$ cat config.mk
export PLATFORM = sky130hd
export DESIGN_NAME = svmrbf_ram
export DESIGN_NICKNAME = d
export VERILOG_FILES = /design/src/rtl/core/svmrbf_ram.sv
export SDC_FILE = /design/constraint.sdc
export NUM_CORES = 2
export LEC_CHECK = 0
export BUFFER_PORTS_ARGS = -buffer_cell sky130_fd_sc_hd__buf_2
export CORE_UTILIZATION = 63
export CTS_BUF_LIST = sky130_fd_sc_hd__clkbuf_8
export CTS_CLUSTER_DIAMETER = 80
export DETAILED_ROUTE_END_ITERATION = 12
export GPL_TIMING_DRIVEN = 0
export PLACE_DENSITY_LB_ADDON = 0.05
export SLEW_MARGIN = 20
export SYNTH_ARGS = -nofsm -noshare
export SYNTH_HDL_FRONTEND = slang
export SYNTH_SLANG_ARGS = --single-unit
$ cat constraint.sdc
create_clock -name clk -period 6.9 [get_ports clk]
set_input_delay 0.69 -clock clk [delete_from_list [all_inputs] [get_ports clk]]
set_output_delay 0.69 -clock clk [all_outputs]
set_load 0.005 [all_outputs]
$ cat src/rtl/core/svmrbf_ram.sv
`timescale 1ns / 1ps
// ----------------------------------------------------------------------------
// svmrbf_ram
// simple dual port ram, one write port and one registered read port
// ----------------------------------------------------------------------------
module svmrbf_ram #(
  parameter int WIDTH = 16,
  parameter int DEPTH = 256
) (
  input  logic                             clk,
  input  logic                             we,
  input  logic [$clog2(DEPTH > 1 ? DEPTH : 2)-1:0] waddr,
  input  logic [WIDTH-1:0]                 wdata,
  input  logic [$clog2(DEPTH > 1 ? DEPTH : 2)-1:0] raddr,
  output logic [WIDTH-1:0]                 rdata
);

  logic [WIDTH-1:0] mem [DEPTH];

  always_ff @(posedge clk) begin
    if (we) begin
      mem[waddr] <= wdata;
    end
    rdata <= mem[raddr];
  end

endmodule

; ---- Yosys cells after proc, flatten, opt, wreduce, memory -nomap -nowiden
; Memories as Yosys holds them, arrays and structs flattened. A register that Yosys moved wholly into a read port is not among the register bits.
; Index checks and enable logic that the tools add are counted.
[totals]
output_inout_bits = 16
mem_bits_rw = 4096
mem_bits_ro = 0
mem_count = 1
register_bits = 0
input_bits = 34
latchBits = 0
[op_classes]
mux = 2
mul = 0
n_div = 0
n_eq_ne = 0
reduce_logical = 0
shifts = 0
n_bitwise = 0
n_lt_le_gt_ge = 0
addsub = 0
[mem_list]
columns = memory, depth, width, read_ports, rd_clocked_by_memory_dff, wr, line_no
row1 = mem, 256, 16, 1, 1, 1, 18  ; logic [WIDTH-1:0] mem [DEPTH];
[ops]
columns = cell, n
row1 = $mux 1, 2

; ---- Logic depth before layout (Yosys ltp)
[depth]
ltp_word = 2
ltp_mapped = 12
ltp_nobuf = 6

; ---- Least setup slack after synthesis
; No wires, ideal clock.
[synth_timing]
path_type = in2reg
startpoint = in waddr[3] (netlist bit)
endpoint = mem mem[235][0], enable pin
t_arrival_ns = 2.467
path_stages = 6
setup_slack_ns = 4.045
setup_ns = 0.388
cell_sequence = clkbuf_1 -> nor2b_1 -> clkbuf_1 -> nand4_1 -> clkbuf_1 -> nor2_1
[synth_lines]
columns = element, line_no
row1 = start: declaration, 12  ; input logic [$clog2(DEPTH > 1 ? DEPTH : 2)-1:0] waddr,
row2 = end: declaration, 18
; No word-level cell before the write port.

==> out/metrics.yaml <==
setup_tns_ns: 0
final_hold_viol_count: 0
drc_errors: 0
ys_seq_area_frac: 0.777
cts_sinks: 4112
cpMaxStageDelayCell: "nor4_1"
multi_input_area_sq_um: 33700
rsz0062_at_grt: "false"
cp.required_ns: 7.82
row_count: 183
startpoint: "raddr[2]"
synth_cell_types: 52
leakage_nw: 57.7
synth-async-reset-ratio: 0
gp_congestion: 1.04
path_cells: "buf_2 -> clkbuf_1 -> buf_2 -> clkbuf_2 -> clkbuf_1 -> a21oi_1 -> nor3_1 -> nor3_1 -> nor4_1"
cpPeakStageDelay_ns: 1.02
final_nets: 8338
r2r-end: "rdata[15]"
cp_num_buf_inv: 5
min_path_type: "in -> reg"
ys_ff_latch: 4112
grt_pass1_wl_mm: 656
status: "finished, final reports clean"
grt_max_degree: 123
worstSetupPathType: "in -> reg"
num-fill-cells: 14832
finalClockSkew_ns: 0.0630
fmax_ghz: 0.183
syn_avg_cell_area_sq_um: 21.6
worstMarginPinSlew_ns: 1.40
cp_top_family: "buffers and inverters"
grt_pass1_vias: 82924
peakVddDrop_mv: 0.218
clk_latency_ns: 1.20
reg2reg_from: "mem[41][15]"
syn_area_sq_um: 159000
maxSlewViolCount: 0
port_buffers: 39
core-area_sq_um: 250000
via_count: 85532
crit_path_end_kind: "flop"
clk_pin_slew_ns: 0.06
drtIter0Drc: 15093
powerDensity_nw_per_um2: 274
cp_max_fo: 13
boundaryPins: 50
via_per_inst: 7.06
grt-ovfl-total: 0
final_layout_size_suffix_gt1_frac: 0.277
cts_tree: "yes"
antenna_found_initial: 38
cts-buffers-inserted: 647
synth_warnings: 0
ff2ff_setup_slack_ns: 3.15
relSlewSlack: 0.0645
path_depth: 9
hpwlAfterDp_mm: 329
wl_per_cell_microns: 40.0
wirelength_mm: 484
crit_path_start_kind: "input pin"
clockBufferDepth: 4
start_util: 0.636
synth-edff-count: 4096
htreeDepth: 6
area_growth_pct: 13.0
die_h_microns: 504
synth_ff_type: "edfxtp_1"
post-route-util: 0.719
synth.net_count: 7394
drv_cap: 0
cts_root_buf: "clkbuf_8"
critPathCapture: "rdata[15]"
r2r_cells: 6
chipWidth_microns: 504
detail-route-antenna-nets: 0
dieArea_sq_um: 254000
first_pass_iters: 6
grt_usage: 0.383
crit_arrival_ns: 6.40
syn_inst: 7360
register_area_sq_um: 123000
fin_crit_sh: 0.793
min_period_ns: 5.47
report.final.setup_viol: 0
through the flow:
stage               total power [W]  std cells  setup WS (ns)  hold WS, ns  area (sq um)
floorplan                    0.0294       7360           4.05        0.789        159000
global placement             0.0310      10729          0.159         1.07        163000
detailed placement           0.0311      10969          0.817         1.03        168000
CTS                          0.0490      12102           2.04        0.302        179000
global route                 0.0502      12110           1.91        0.393        179000
finish                       0.0491      12120           1.43        0.367        179000
cell type report:
type                            count  area share
Multi-Input combinational cell   2792       0.188
Clock buffer                      662      0.0508
Sequential cell                  4112       0.688
Inverter                            4   0.0000837
Tap cell                         3330      0.0232
Buffer                            452      0.0154
Timing Repair Buffer              295      0.0231
Clock inverter                    455      0.0117
Antenna cell                       18    0.000251
synth_stat cells, types with 5 or more instances:
cell type | instances | share of area
buf_8 | 11 | 0.0010
nand2_1 | 38 | 0.00090
mux2i_1 | 565 | 0.036
buf_4 | 26 | 0.0012
mux2_2 | 88 | 0.0062
o31ai_1 | 16 | 0.00076
dfxtp_1 | 16 | 0.0020
a21oi_1 | 175 | 0.0055
o221ai_1 | 252 | 0.014
a31oi_1 | 6 | 0.00024
nor2_1 | 304 | 0.0072
and3_1 | 11 | 0.00043
nor4_1 | 17 | 0.00067
nor2b_1 | 9 | 0.00035
nand4_1 | 26 | 0.0010
buf_2 | 76 | 0.0024
nor3_1 | 92 | 0.0029
buf_12 | 5 | 0.00063
o32ai_1 | 20 | 0.0011
edfxtp_1 | 4096 | 0.77
o22ai_1 | 148 | 0.0058
a221oi_1 | 28 | 0.0015
mux4_2 | 797 | 0.11
buf_6 | 77 | 0.0055
a211oi_1 | 18 | 0.00085
a22o_1 | 32 | 0.0018
a2111oi_0 | 6 | 0.00033
o21ai_0 | 37 | 0.0012
clkbuf_1 | 230 | 0.0054
nand3_1 | 35 | 0.0011
a22oi_1 | 43 | 0.0020
buf_1 | 27 | 0.00064
worst min-delay path by stage:
stage,startpoint,depth (start not counted),to,slack [ns]
global placement,rdata[1],1,rdata[1],1.07
CTS,waddr[1],3,mem[11][3],0.30
floorplan,wdata[0],0,mem[0][0],0.79
detailed placement,wdata[1],1,mem[149][1],1.03
global route,waddr[4],3,mem[253][4],0.39
finish,waddr[4],3,mem[253][4],0.37
flip-flops by register name (all words and copies together) (netlist names):
| signal | count |
|---|---|
| rdata | 16 |
| mem | 4096 |
metal layers:
metal / up-vias / track usage / wire, microns
met3: 1174 / 0.133 / 69600
li1: 33312 / - / -
met4: 28 / 0.203 / 29600
met2: 6506 / 0.552 / 215000
met5: - / 0 / 177
met1: 44512 / 0.520 / 170000
tightest hold or removal path: stages:
cell and delay, ns:
buf_2 0.14, nand4_1 0.32, nor2_2 0.14
cell families after synthesis:
kind of cell           share of synthesized area
DFF                                        0.777
muxes                                      0.155
AOI/OAI and AO/OA                         0.0354
and+or+nand+nor                           0.0157
buffers and inverters                     0.0169
repair_timing:
item | 4_1_cts | 5_1_grt
resized for setup | 0 | 0
setup buffers | 0 | 0
hold endpoints to repair | 444 | 0
hold buffers | 16 | 0
endpoints found under the setup margin | 0 | 0
layout by cell type (no fill, tap or decap), types with 82 or more instances in the layout:
master,n
a21oi_1,175
buf_2,106
buf_6,193
buf_8,114
clkbuf_1,190
clkbuf_8,662
clkinv_1,139
edfxtp_1,4096
inv_1,237
mux2_2,88
mux2i_1,565
mux4_2,797
nor2_2,211
nor3_1,82
o221ai_1,252
o22ai_1,148
where the power goes:
group	switching [W]	internal [W]
clock network	0.00940	0.00907
registers	0.0000163	0.0275
logic	0.00215	0.000935
(Power assumes the default switching activity.)
